File: src/sv/mcd_pkg.sv
package mcd_pkg;

    localparam int SAMPLE_W = 16;
    localparam int FILT_W   = 24;
    localparam int SUM_W    = 25;
    localparam int SHIFT_W  = 5;
    localparam int THR_W    = 13;
    localparam int GAIN_W   = 13;
    localparam int GGAIN_W  = 15;
    localparam int MUL_A_W  = 24;
    localparam int MUL_B_W  = 17;
    localparam int PROD_W   = MUL_A_W + MUL_B_W;

    localparam logic [15:0]        DC_COEF    = 16'd32276;
    localparam logic [GGAIN_W-1:0] GATE_FULL  = 15'd32767;
    localparam logic [GGAIN_W-1:0] GATE_UP    = 15'd4096;
    localparam logic [GGAIN_W-1:0] GATE_DOWN  = 15'd1536;

    localparam logic [SHIFT_W-1:0] SHIFT_MIN   = 5'd8;
    localparam logic [SHIFT_W-1:0] SHIFT_MAX   = 5'd18;
    localparam logic [SHIFT_W-1:0] SHIFT_RESET = 5'd11;
    localparam logic [THR_W-1:0]   THR_MAX     = 13'd6000;
    localparam logic [THR_W-1:0]   THR_RESET   = 13'd0;
    localparam logic [GAIN_W-1:0]  GAIN_MIN    = 13'd64;
    localparam logic [GAIN_W-1:0]  GAIN_MAX    = 13'd4096;
    localparam logic [GAIN_W-1:0]  GAIN_RESET  = 13'd1024;

    // Register indexes on the configuration port (word address).
    typedef enum logic [1:0] {
        REG_SAMPLE_SHIFT   = 2'd0,
        REG_GATE_THRESHOLD = 2'd1,
        REG_MIC_GAIN       = 2'd2
    } t_reg_idx;

    // Commands from the sequencer to the noise gate.
    typedef struct packed {
        logic clear;
        logic update;
    } t_gate_ctl;

    function automatic logic [SHIFT_W-1:0] clamp_shift(input logic [SHIFT_W-1:0] v);
        logic [SHIFT_W-1:0] r;
        r = v;
        if (v < SHIFT_MIN) r = SHIFT_MIN;
        if (v > SHIFT_MAX) r = SHIFT_MAX;
        return r;
    endfunction

    function automatic logic [THR_W-1:0] clamp_thr(input logic [THR_W-1:0] v);
        return (v > THR_MAX) ? THR_MAX : v;
    endfunction

    function automatic logic [GAIN_W-1:0] clamp_gain(input logic [GAIN_W-1:0] v);
        logic [GAIN_W-1:0] r;
        r = v;
        if (v < GAIN_MIN) r = GAIN_MIN;
        if (v > GAIN_MAX) r = GAIN_MAX;
        return r;
    endfunction

    // Saturate a 25-bit signed value to 16 bits.
    function automatic logic [SAMPLE_W-1:0] sat16(input logic [SUM_W-1:0] v);
        logic [SAMPLE_W-1:0] r;
        r = v[SAMPLE_W-1:0];
        if (!v[SUM_W-1] && (v[SUM_W-2:SAMPLE_W-1] != '0)) r = 16'h7FFF;
        if (v[SUM_W-1] && (v[SUM_W-2:SAMPLE_W-1] != '1)) r = 16'h8000;
        return r;
    endfunction

endpackage

File: src/sv/mic_conditioning_decimator.sv
// Channel   Handshake              Payload
// input     i_valid / o_ready      i_raw_sample, i_capture_enabled, i_restart
// output    o_valid / i_ready      o_pcm_out
// config    psel/penable/pwrite    paddr, pwdata, prdata (pready tied high)
//
// An enabled input beat is taken in idle, then passes through six steps of
// the sequencer, three of which use the single shared multiplier.
// A beat with capture disabled is taken in idle and only clears the state.
// Reset is synchronous and active low; it restores the register defaults and
// clears the filter, gate and decimator state.
// Only the last step can stall: it waits while an unread result still sits
// in the output register and a new one is due.
module mic_conditioning_decimator
    import mcd_pkg::*;
(
    input  logic                 i_clk,
    input  logic                 i_rst_n,
    input  logic                 i_valid,
    output logic                 o_ready,
    input  logic signed [31:0]   i_raw_sample,
    input  logic                 i_capture_enabled,
    input  logic                 i_restart,
    output logic                 o_valid,
    input  logic                 i_ready,
    output logic signed [15:0]   o_pcm_out,
    input  logic                 psel,
    input  logic                 penable,
    input  logic                 pwrite,
    input  logic [3:0]           paddr,
    input  logic [31:0]          pwdata,
    output logic [31:0]          prdata,
    output logic                 pready
);

    // Sequencer steps. Each multiply step loads the shared product register,
    // which the following step consumes.
    typedef enum logic [2:0] {
        S_IDLE,
        S_MUL_FB,
        S_DC,
        S_GATE,
        S_MUL_GATE,
        S_MUL_GAIN,
        S_DECIM
    } t_state;

    t_state               r_state;

    // Configuration registers, held exactly as written.
    logic [SHIFT_W-1:0]   r_sample_shift;
    logic [THR_W-1:0]     r_gate_threshold;
    logic [GAIN_W-1:0]    r_mic_gain;

    // Datapath state.
    logic [SAMPLE_W-1:0]  r_x;
    logic [SAMPLE_W-1:0]  r_y;
    logic [SAMPLE_W-1:0]  r_last_input;
    logic [FILT_W-1:0]    r_last_filtered;
    logic [SAMPLE_W-1:0]  r_held;
    logic                 r_holding;
    logic                 r_out_valid;
    logic [SAMPLE_W-1:0]  r_pcm;

    logic                 w_in_accept;
    logic                 w_cfg_write;
    logic                 w_clear;
    logic [SHIFT_W-1:0]   w_shift;
    logic [THR_W-1:0]     w_thr;
    logic [GAIN_W-1:0]    w_gain;
    logic signed [31:0]   w_shifted;
    logic                 w_mul_en;
    logic signed [MUL_A_W-1:0] w_mul_a;
    logic signed [MUL_B_W-1:0] w_mul_b;
    logic signed [PROD_W-1:0]  w_prod;
    logic [GGAIN_W-1:0]   w_gate_gain;
    t_gate_ctl            w_gate_ctl;
    logic [FILT_W-1:0]    w_fb;
    logic [SUM_W-1:0]     w_yy;
    logic [SAMPLE_W-1:0]  w_g;
    logic [28:0]          w_gp;
    logic [28:0]          w_gp_bias;
    logic [SAMPLE_W-1:0]  w_a;
    logic [18:0]          w_dsum;
    logic [18:0]          w_dsum_bias;
    logic [SAMPLE_W-1:0]  w_d;
    logic                 w_out_free;

    assign w_in_accept = i_valid && o_ready;
    assign w_cfg_write = psel && penable && pwrite && pready;
    assign w_clear     = w_in_accept && (!i_capture_enabled || i_restart);

    // Out-of-range settings are pulled into range where they are used.
    assign w_shift = clamp_shift(r_sample_shift);
    assign w_thr   = clamp_thr(r_gate_threshold);
    assign w_gain  = clamp_gain(r_mic_gain);

    // Step 1: arithmetic shift, keep the low 16 bits (wraps).
    assign w_shifted = i_raw_sample >>> w_shift;

    // Operand selection for the shared multiplier.
    always_comb begin
        w_mul_en = 1'b0;
        w_mul_a  = '0;
        w_mul_b  = '0;
        case (r_state)
            S_MUL_FB: begin
                w_mul_en = 1'b1;
                w_mul_a  = r_last_filtered;
                w_mul_b  = {1'b0, DC_COEF};
            end
            S_MUL_GATE: begin
                w_mul_en = 1'b1;
                w_mul_a  = {{(MUL_A_W-SAMPLE_W){r_y[SAMPLE_W-1]}}, r_y};
                w_mul_b  = {{(MUL_B_W-GGAIN_W){1'b0}}, w_gate_gain};
            end
            S_MUL_GAIN: begin
                w_mul_en = 1'b1;
                w_mul_a  = {{(MUL_A_W-SAMPLE_W){w_g[SAMPLE_W-1]}}, w_g};
                w_mul_b  = {{(MUL_B_W-GAIN_W){1'b0}}, w_gain};
            end
            default: begin
                w_mul_en = 1'b0;
            end
        endcase
    end

    mcd_mul u_mul (
        .i_clk  (i_clk),
        .i_en   (w_mul_en),
        .i_a    (w_mul_a),
        .i_b    (w_mul_b),
        .o_prod (w_prod)
    );

    // The gate steps once per sample, after the filter output is known.
    assign w_gate_ctl.clear  = w_clear;
    assign w_gate_ctl.update = (r_state == S_GATE);

    mcd_gate u_gate (
        .i_clk   (i_clk),
        .i_rst_n (i_rst_n),
        .i_ctl   (w_gate_ctl),
        .i_y     (r_y),
        .i_thr   (w_thr),
        .o_gain  (w_gate_gain)
    );

    always_comb begin
        // Step 2: DC blocker. Taking bits from 15 up is a floor division by
        // 32768; the feedback is never larger in magnitude than the stored value.
        w_fb = w_prod[FILT_W+14:15];
        w_yy = {{(SUM_W-SAMPLE_W){r_x[SAMPLE_W-1]}}, r_x}
             - {{(SUM_W-SAMPLE_W){r_last_input[SAMPLE_W-1]}}, r_last_input}
             + {w_fb[FILT_W-1], w_fb};

        // Step 3: gated sample. A zero threshold passes the sample unchanged;
        // otherwise the Q15 product, floored, always fits in 16 bits.
        w_g = (w_thr == '0) ? r_y : w_prod[30:15];

        // Step 4: Q8 gain, divided toward zero by biasing negative products.
        w_gp      = w_prod[28:0];
        w_gp_bias = w_gp + (w_gp[28] ? 29'd255 : 29'd0);
        w_a       = sat16({{4{w_gp_bias[28]}}, w_gp_bias[28:8]});

        // Step 5: (held + 3 * current) / 4, again toward zero.
        w_dsum = {{3{r_held[SAMPLE_W-1]}}, r_held}
               + {{2{w_a[SAMPLE_W-1]}}, w_a, 1'b0}
               + {{3{w_a[SAMPLE_W-1]}}, w_a};
        w_dsum_bias = w_dsum + (w_dsum[18] ? 19'd3 : 19'd0);
        w_d = sat16({{8{w_dsum_bias[18]}}, w_dsum_bias[18:2]});
    end

    assign w_out_free = !r_out_valid || i_ready;

    always_ff @(posedge i_clk) begin
        if (!i_rst_n) begin
            r_state          <= S_IDLE;
            r_sample_shift   <= SHIFT_RESET;
            r_gate_threshold <= THR_RESET;
            r_mic_gain       <= GAIN_RESET;
            r_last_input     <= '0;
            r_last_filtered  <= '0;
            r_held           <= '0;
            r_holding        <= 1'b0;
            r_out_valid      <= 1'b0;
        end else begin
            if (w_cfg_write) begin
                case (t_reg_idx'(paddr[3:2]))
                    REG_SAMPLE_SHIFT:   r_sample_shift   <= pwdata[SHIFT_W-1:0];
                    REG_GATE_THRESHOLD: r_gate_threshold <= pwdata[THR_W-1:0];
                    REG_MIC_GAIN:       r_mic_gain       <= pwdata[GAIN_W-1:0];
                    default: begin
                    end
                endcase
            end

            // The output register empties on a taken beat unless the decimator
            // refills it in the same cycle.
            if (r_out_valid && i_ready && !(r_state == S_DECIM && r_holding)) begin
                r_out_valid <= 1'b0;
            end

            case (r_state)
                S_IDLE: begin
                    if (w_in_accept) begin
                        // Disabled capture and restart both wipe the history;
                        // only an enabled beat goes on through the chain.
                        if (w_clear) begin
                            r_last_input    <= '0;
                            r_last_filtered <= '0;
                            r_held          <= '0;
                            r_holding       <= 1'b0;
                        end
                        if (i_capture_enabled) begin
                            r_x     <= w_shifted[SAMPLE_W-1:0];
                            r_state <= S_MUL_FB;
                        end
                    end
                end
                S_MUL_FB: begin
                    r_state <= S_DC;
                end
                S_DC: begin
                    r_last_input    <= r_x;
                    r_last_filtered <= w_yy[FILT_W-1:0];
                    r_y             <= sat16(w_yy);
                    r_state         <= S_GATE;
                end
                S_GATE: begin
                    r_state <= S_MUL_GATE;
                end
                S_MUL_GATE: begin
                    r_state <= S_MUL_GAIN;
                end
                S_MUL_GAIN: begin
                    r_state <= S_DECIM;
                end
                S_DECIM: begin
                    if (!r_holding) begin
                        r_held    <= w_a;
                        r_holding <= 1'b1;
                        r_state   <= S_IDLE;
                    end else if (w_out_free) begin
                        r_pcm       <= w_d;
                        r_out_valid <= 1'b1;
                        r_held      <= w_a;
                        r_holding   <= 1'b0;
                        r_state     <= S_IDLE;
                    end
                end
                default: begin
                    r_state <= S_IDLE;
                end
            endcase
        end
    end

    always_comb begin
        prdata = '0;
        case (t_reg_idx'(paddr[3:2]))
            REG_SAMPLE_SHIFT:   prdata = {{(32-SHIFT_W){1'b0}}, r_sample_shift};
            REG_GATE_THRESHOLD: prdata = {{(32-THR_W){1'b0}}, r_gate_threshold};
            REG_MIC_GAIN:       prdata = {{(32-GAIN_W){1'b0}}, r_mic_gain};
            default:            prdata = '0;
        endcase
    end

    assign pready    = 1'b1;
    assign o_ready   = (r_state == S_IDLE);
    assign o_valid   = r_out_valid;
    assign o_pcm_out = r_pcm;

`ifndef NO_ASSERTIONS
    a_disabled_drops_hold: assert property (@(posedge i_clk) disable iff (!i_rst_n)
        (w_in_accept && !i_capture_enabled) |=> (!r_holding && (r_state == S_IDLE)))
        else $error("disabled beat did not clear the decimator");

    a_out_only_on_pair: assert property (@(posedge i_clk) disable iff (!i_rst_n)
        (r_out_valid && !$past(r_out_valid)) |-> ($past(r_holding) && !r_holding))
        else $error("result produced without a held sample");

    a_dc_follows_mul: assert property (@(posedge i_clk) disable iff (!i_rst_n)
        (r_state == S_DC) |-> ($past(r_state) == S_MUL_FB))
        else $error("filter step entered without a fresh feedback product");

    a_decim_waits: assert property (@(posedge i_clk) disable iff (!i_rst_n)
        (r_state == S_DECIM && r_holding && r_out_valid && !i_ready) |=>
        (r_state == S_DECIM))
        else $error("decimator overwrote an unread result");
`endif

endmodule

File: src/sv/mcd_mul.sv
module mcd_mul
    import mcd_pkg::*;
(
    input  logic                      i_clk,
    input  logic                      i_en,
    input  logic signed [MUL_A_W-1:0] i_a,
    input  logic signed [MUL_B_W-1:0] i_b,
    output logic signed [PROD_W-1:0]  o_prod
);

    // The one multiplier of the block, shared by the filter feedback, the
    // gate and the output gain. Product is registered.
    logic signed [PROD_W-1:0] r_prod;

    always_ff @(posedge i_clk) begin
        if (i_en) begin
            r_prod <= i_a * i_b;
        end
    end

    assign o_prod = r_prod;

endmodule

File: src/sv/mcd_gate.sv
module mcd_gate
    import mcd_pkg::*;
(
    input  logic                i_clk,
    input  logic                i_rst_n,
    input  t_gate_ctl           i_ctl,
    input  logic [SAMPLE_W-1:0] i_y,
    input  logic [THR_W-1:0]    i_thr,
    output logic [GGAIN_W-1:0]  o_gain
);

    logic                 r_open;
    logic [GGAIN_W-1:0]   r_gain;
    logic                 n_open;
    logic [GGAIN_W-1:0]   n_gain;
    logic [SAMPLE_W:0]    w_ysx;
    logic [SAMPLE_W:0]    w_mag;
    logic [SAMPLE_W:0]    w_thr;
    logic [SAMPLE_W:0]    w_close;
    logic [GGAIN_W:0]     w_up;

    always_comb begin
        w_ysx   = {i_y[SAMPLE_W-1], i_y};
        w_mag   = i_y[SAMPLE_W-1] ? ((SAMPLE_W+1)'(0) - w_ysx) : w_ysx;
        w_thr   = (SAMPLE_W+1)'(i_thr);
        // Close level is three quarters of the threshold, zero for tiny thresholds.
        w_close = (i_thr > 13'd4) ? (w_thr - (SAMPLE_W+1)'(i_thr[THR_W-1:2]))
                                  : (SAMPLE_W+1)'(0);
        n_open  = r_open;
        if (!r_open && (w_mag >= w_thr)) begin
            n_open = 1'b1;
        end else if (r_open && (w_mag <= w_close)) begin
            n_open = 1'b0;
        end
        w_up = {1'b0, r_gain} + {1'b0, GATE_UP};
        if (n_open) begin
            n_gain = (w_up > {1'b0, GATE_FULL}) ? GATE_FULL : w_up[GGAIN_W-1:0];
        end else begin
            n_gain = (r_gain > GATE_DOWN) ? (r_gain - GATE_DOWN) : '0;
        end
    end

    always_ff @(posedge i_clk) begin
        if (!i_rst_n || i_ctl.clear) begin
            r_open <= 1'b0;
            r_gain <= GATE_FULL;
        end else if (i_ctl.update) begin
            if (i_thr == '0) begin
                r_open <= 1'b1;
                r_gain <= GATE_FULL;
            end else begin
                r_open <= n_open;
                r_gain <= n_gain;
            end
        end
    end

    assign o_gain = r_gain;

endmodule

File: config.mk
export PLATFORM = sky130hd
export DESIGN_NAME = mic_conditioning_decimator
export DESIGN_NICKNAME = d
export VERILOG_FILES = /design/src/sv/mcd_pkg.sv /design/src/sv/mic_conditioning_decimator.sv /design/src/sv/mcd_mul.sv /design/src/sv/mcd_gate.sv
export SDC_FILE = /design/constraint.sdc
export NUM_CORES = 2
export LEC_CHECK = 0
export ABC_AREA = 1
export BUFFER_PORTS_ARGS = -buffer_cell sky130_fd_sc_hd__clkbuf_2
export CAP_MARGIN = 10
export CORE_UTILIZATION = 38
export CTS_BUF_LIST = sky130_fd_sc_hd__clkbuf_2
export DETAILED_ROUTE_END_ITERATION = 7
export GPL_TIMING_DRIVEN = 0
export PLACE_DENSITY = 0.62
export SYNTH_ARGS = -nofsm -noshare
export SYNTH_HDL_FRONTEND = slang
export SYNTH_SLANG_ARGS = --single-unit
File: constraint.sdc
create_clock -name i_clk -period 8.4 [get_ports i_clk]
set_clock_uncertainty 0.05 [all_clocks]
set_input_delay 0.42 -clock i_clk [delete_from_list [all_inputs] [get_ports i_clk]]
set_output_delay 0.42 -clock i_clk [all_outputs]
set_load 0.02 [all_outputs]
==> flow_metrics.py <==
metrics = {
    "outcome": {
        "outcome": "finished, final reports clean",
    },
    "timing": {
        "timing.final.ws_setup_ns": 0.344,
        "slew_headroom_pct": 34.9,
        "rsz0062_at_grt": "no",
        "finalCritPeriodShare_pct": 95.9,
        "finalMaxSlewViolations": 0,
        "finalSetupViolations": 0,
        "hold_violations": 0,
        "min_period_ns": 8.06,
        "max_freq_ghz": 0.124,
        "tightest_slew_ns": 0.976,
    },
    "setup_path": {
        "crit_fanout": 10,
        "crit_path_start_kind": "flop",
        "critPathRequiredTime_ns": 9.34,
        "critical_path.top_delay_family": "adder cells",
        "reg2reg_setup_slack_ns": 0.34,
        "cp_slowest_cell": "fa_1",
        "slowest_delay_ns": 0.61,
        "path_buf_inv": 6,
        "cp.arrival_ns": 8.99,
        "criticalPathCategory": "reg2reg",
        "cp-end-kind": "flop",
    },
    "yosys": {
        "synth_area_sq_um": 28900,
        "async_flop_share_pct": 0,
        "synth_mux_area_share_pct": 0.104,
        "synth-simple-area-share_pct": 23.0,
        "netlist.area_leader.share_pct": 26.7,
        "yosysSeqAreaShare_pct": 16.0,
        "synth_top_family_by_area": "adder cells",
        "synth_edf_count": 87,
        "synth.avg_cell_area_sq_um": 7.31,
        "synth_adder_area_share_pct": 35.0,
        "synth_compound_area_share_pct": 9.70,
        "yosysWarnings": 0,
        "yosysTopAreaCell": "fa_1",
        "synth_area_leaders": "fa_1 (27%), nand2_1 (12%), inv_1 (11%), edfxtp_1 (9.0%), ha_1 (8.3%)",
        "syn_inst": 3955,
        "ys.flop_type": "dfxtp_1",
        "synth-seq-cells": 187,
        "ys_types": 55,
        "synthXorXnorAreaFrac_pct": 2.73,
    },
    "clock_tree": {
        "clockRootBuffer": "clkbuf_2",
        "cts_tree": "yes",
        "path_clk_slew_ns": 0.39,
        "clkLatencyLatePin_ns": 1.17,
        "cts_sinks": 187,
        "cts_buffer_depth": 2,
        "htree_levels": 4,
        "cts_buffers": 17,
    },
    "global_route": {
        "grt_pass1_wl_mm": 142,
        "antenna_found_initial": 2,
        "grt_pass1_vias": 25600,
        "grt_max_degree": 30,
        "track_usage_pct": 23.7,
        "grt_overflow": 0,
    },
    "finish": {
        "mostFrequentLayoutCells": "nand2_1 (899), inv_1 (865), fa_1 (383), nor2_1 (311), nand3_1 (221)",
        "layout_commonest_cell": "nand2_1",
        "area_growth_pct": 13.5,
        "nNetsFinal": 4889,
        "drive_gt1_share_pct": 8.41,
    },
    "place": {
        "dpl.hpwl_mm": 74.4,
        "pre_cts_slack_ns": -0.444,
        "portBuffers": 77,
        "place_congestion": 0.971,
    },
    "drt": {
        "drtIter0Drc": 2199,
        "vias_per_cell": 5.08,
        "drcViolationCount": 0,
        "routed_wl_mm": 89.7,
        "met2_wirelength_mm": 39.6,
        "vias": 26500,
        "top_layer": "met4",
        "wl_met3_mm": 7.06,
        "ant_nets": 0,
        "firstDrtPassIters": 8,
        "drt-wirelength-per-cell_um": 17.2,
        "drt-met1-wl_mm": 39.7,
    },
    "floorplan": {
        "num_rows": 100,
        "die_y_um": 278,
        "dieArea_sq_um": 77200,
        "num_io_pins": 128,
        "die_x_um": 278,
        "start_util_pct": 38.6,
        "core_sq_um": 74800,
    },
    "job": {
        "maxCapViolCount": 0,
    },
    "power_and_ir_drop": {
        "power_w": 0.00398,
        "leakage_nw": 16.5,
        "powerDensity_nw_per_um2": 121,
        "ir_drop_mv": 0.0829,
    },
    "worst_hold_path": {
        "holdCritPathClass": "in2reg",
    },
}
[flip-flops by register name, summed over array words and instances (netlist names), 16 cells and up]
name	flops
o_pcm_out	16
r_x	16
r_last_filtered	24
r_last_input	16
u_mul.o_prod	39
r_y	16
r_held	16
[stage by stage]
step | instances | cell area [sq um] | utilization (%) | hold slack (ns) | setup TNS, ns
floorplan | 3974 | 29000 | - | 0.368 | 0
global placement | 5020 | 30600 | 40.9 | 0.381 | -1.23
detailed placement | 5024 | 30600 | 41.0 | 0.403 | -1.52
CTS | 5179 | 32300 | 43.1 | 0.00117 | 0
global route | 5219 | 32800 | 43.8 | 0.0363 | 0
finish | 5219 | 32800 | 43.8 | 0.113 | 0
[per-layer routing]
layer,GRT usage [%],up-vias
met5,0,-
met4,8.12,0
met3,3.50,130
met2,37.4,964
met1,33.1,12700
li1,-,12700
[cell usage after synthesis, types with 10 or more instances]
cell and n:
nand3_1 226, o22ai_1 17, ha_1 192, xor2_1 51, nor3_1 33, nor2_1 315
nor2_2 10, buf_4 26, nand4_1 43, or2_2 11, a21oi_1 218, xnor2_1 39
o21ai_0 170, inv_1 874, o211ai_1 16, dfxtp_1 100, a31oi_1 14, nand2_1 909
fa_1 386, edfxtp_1 87, nand2_2 22, clkbuf_1 47, buf_2 26, inv_2 11
[tightest hold or removal path: cells and delay by family]
family | cells | cell delay, ns
buffers and inverters | 2 | 0.65
AO/OA/AOI/OAI | 2 | 0.26
[final cells by class]
type	count	area, sq um
Antenna cell	3	7.51
Timing Repair Buffer	240	1940
Multi-Input combinational cell	2790	20800
Buffer	107	571
Sequential cell	187	4620
Inverter	891	3370
Tap cell	969	1210
Clock buffer	17	85.1
Fill cell	7696	42000
Clock inverter	15	208
[cells by family after synthesis]
group	Yosys count
other	2
multiplexers	3
buffers and inverters	998
adder cells (fa/ha/maj)	578
AO/OA/AOI/OAI	501
XOR/XNOR	90
flip-flops	187
AND/OR/NAND/NOR	1596
[power breakdown]
group          switching (W)  leakage (nW)  internal [W]
registers          0.0000552          1.62       0.00107
clock network       0.000450         0.167      0.000120
logic                0.00154          14.7      0.000740
[path summary, 6_finish.rpt]
check / startpoint / to / depth (start not counted)
max: r_mic_gain[10] / u_mul.o_prod[37] / 26
min: pwdata[12] / r_gate_threshold[12] / 4
max reg2reg: r_mic_gain[10] / u_mul.o_prod[37] / 26
min reg2reg: u_gate.o_gain[7] / u_gate.o_gain[7] / 2
[what timing repair did]
action                     CTS  global route
hold endpoints to repair   125             0
pin swaps                    1            16
setup endpoints to repair    9            16
cloned                       0             1
resized for setup           26            74
setup buffers                3            36
hold buffers               120             0
No activity file was read; power rests on OpenSTA's default activity.
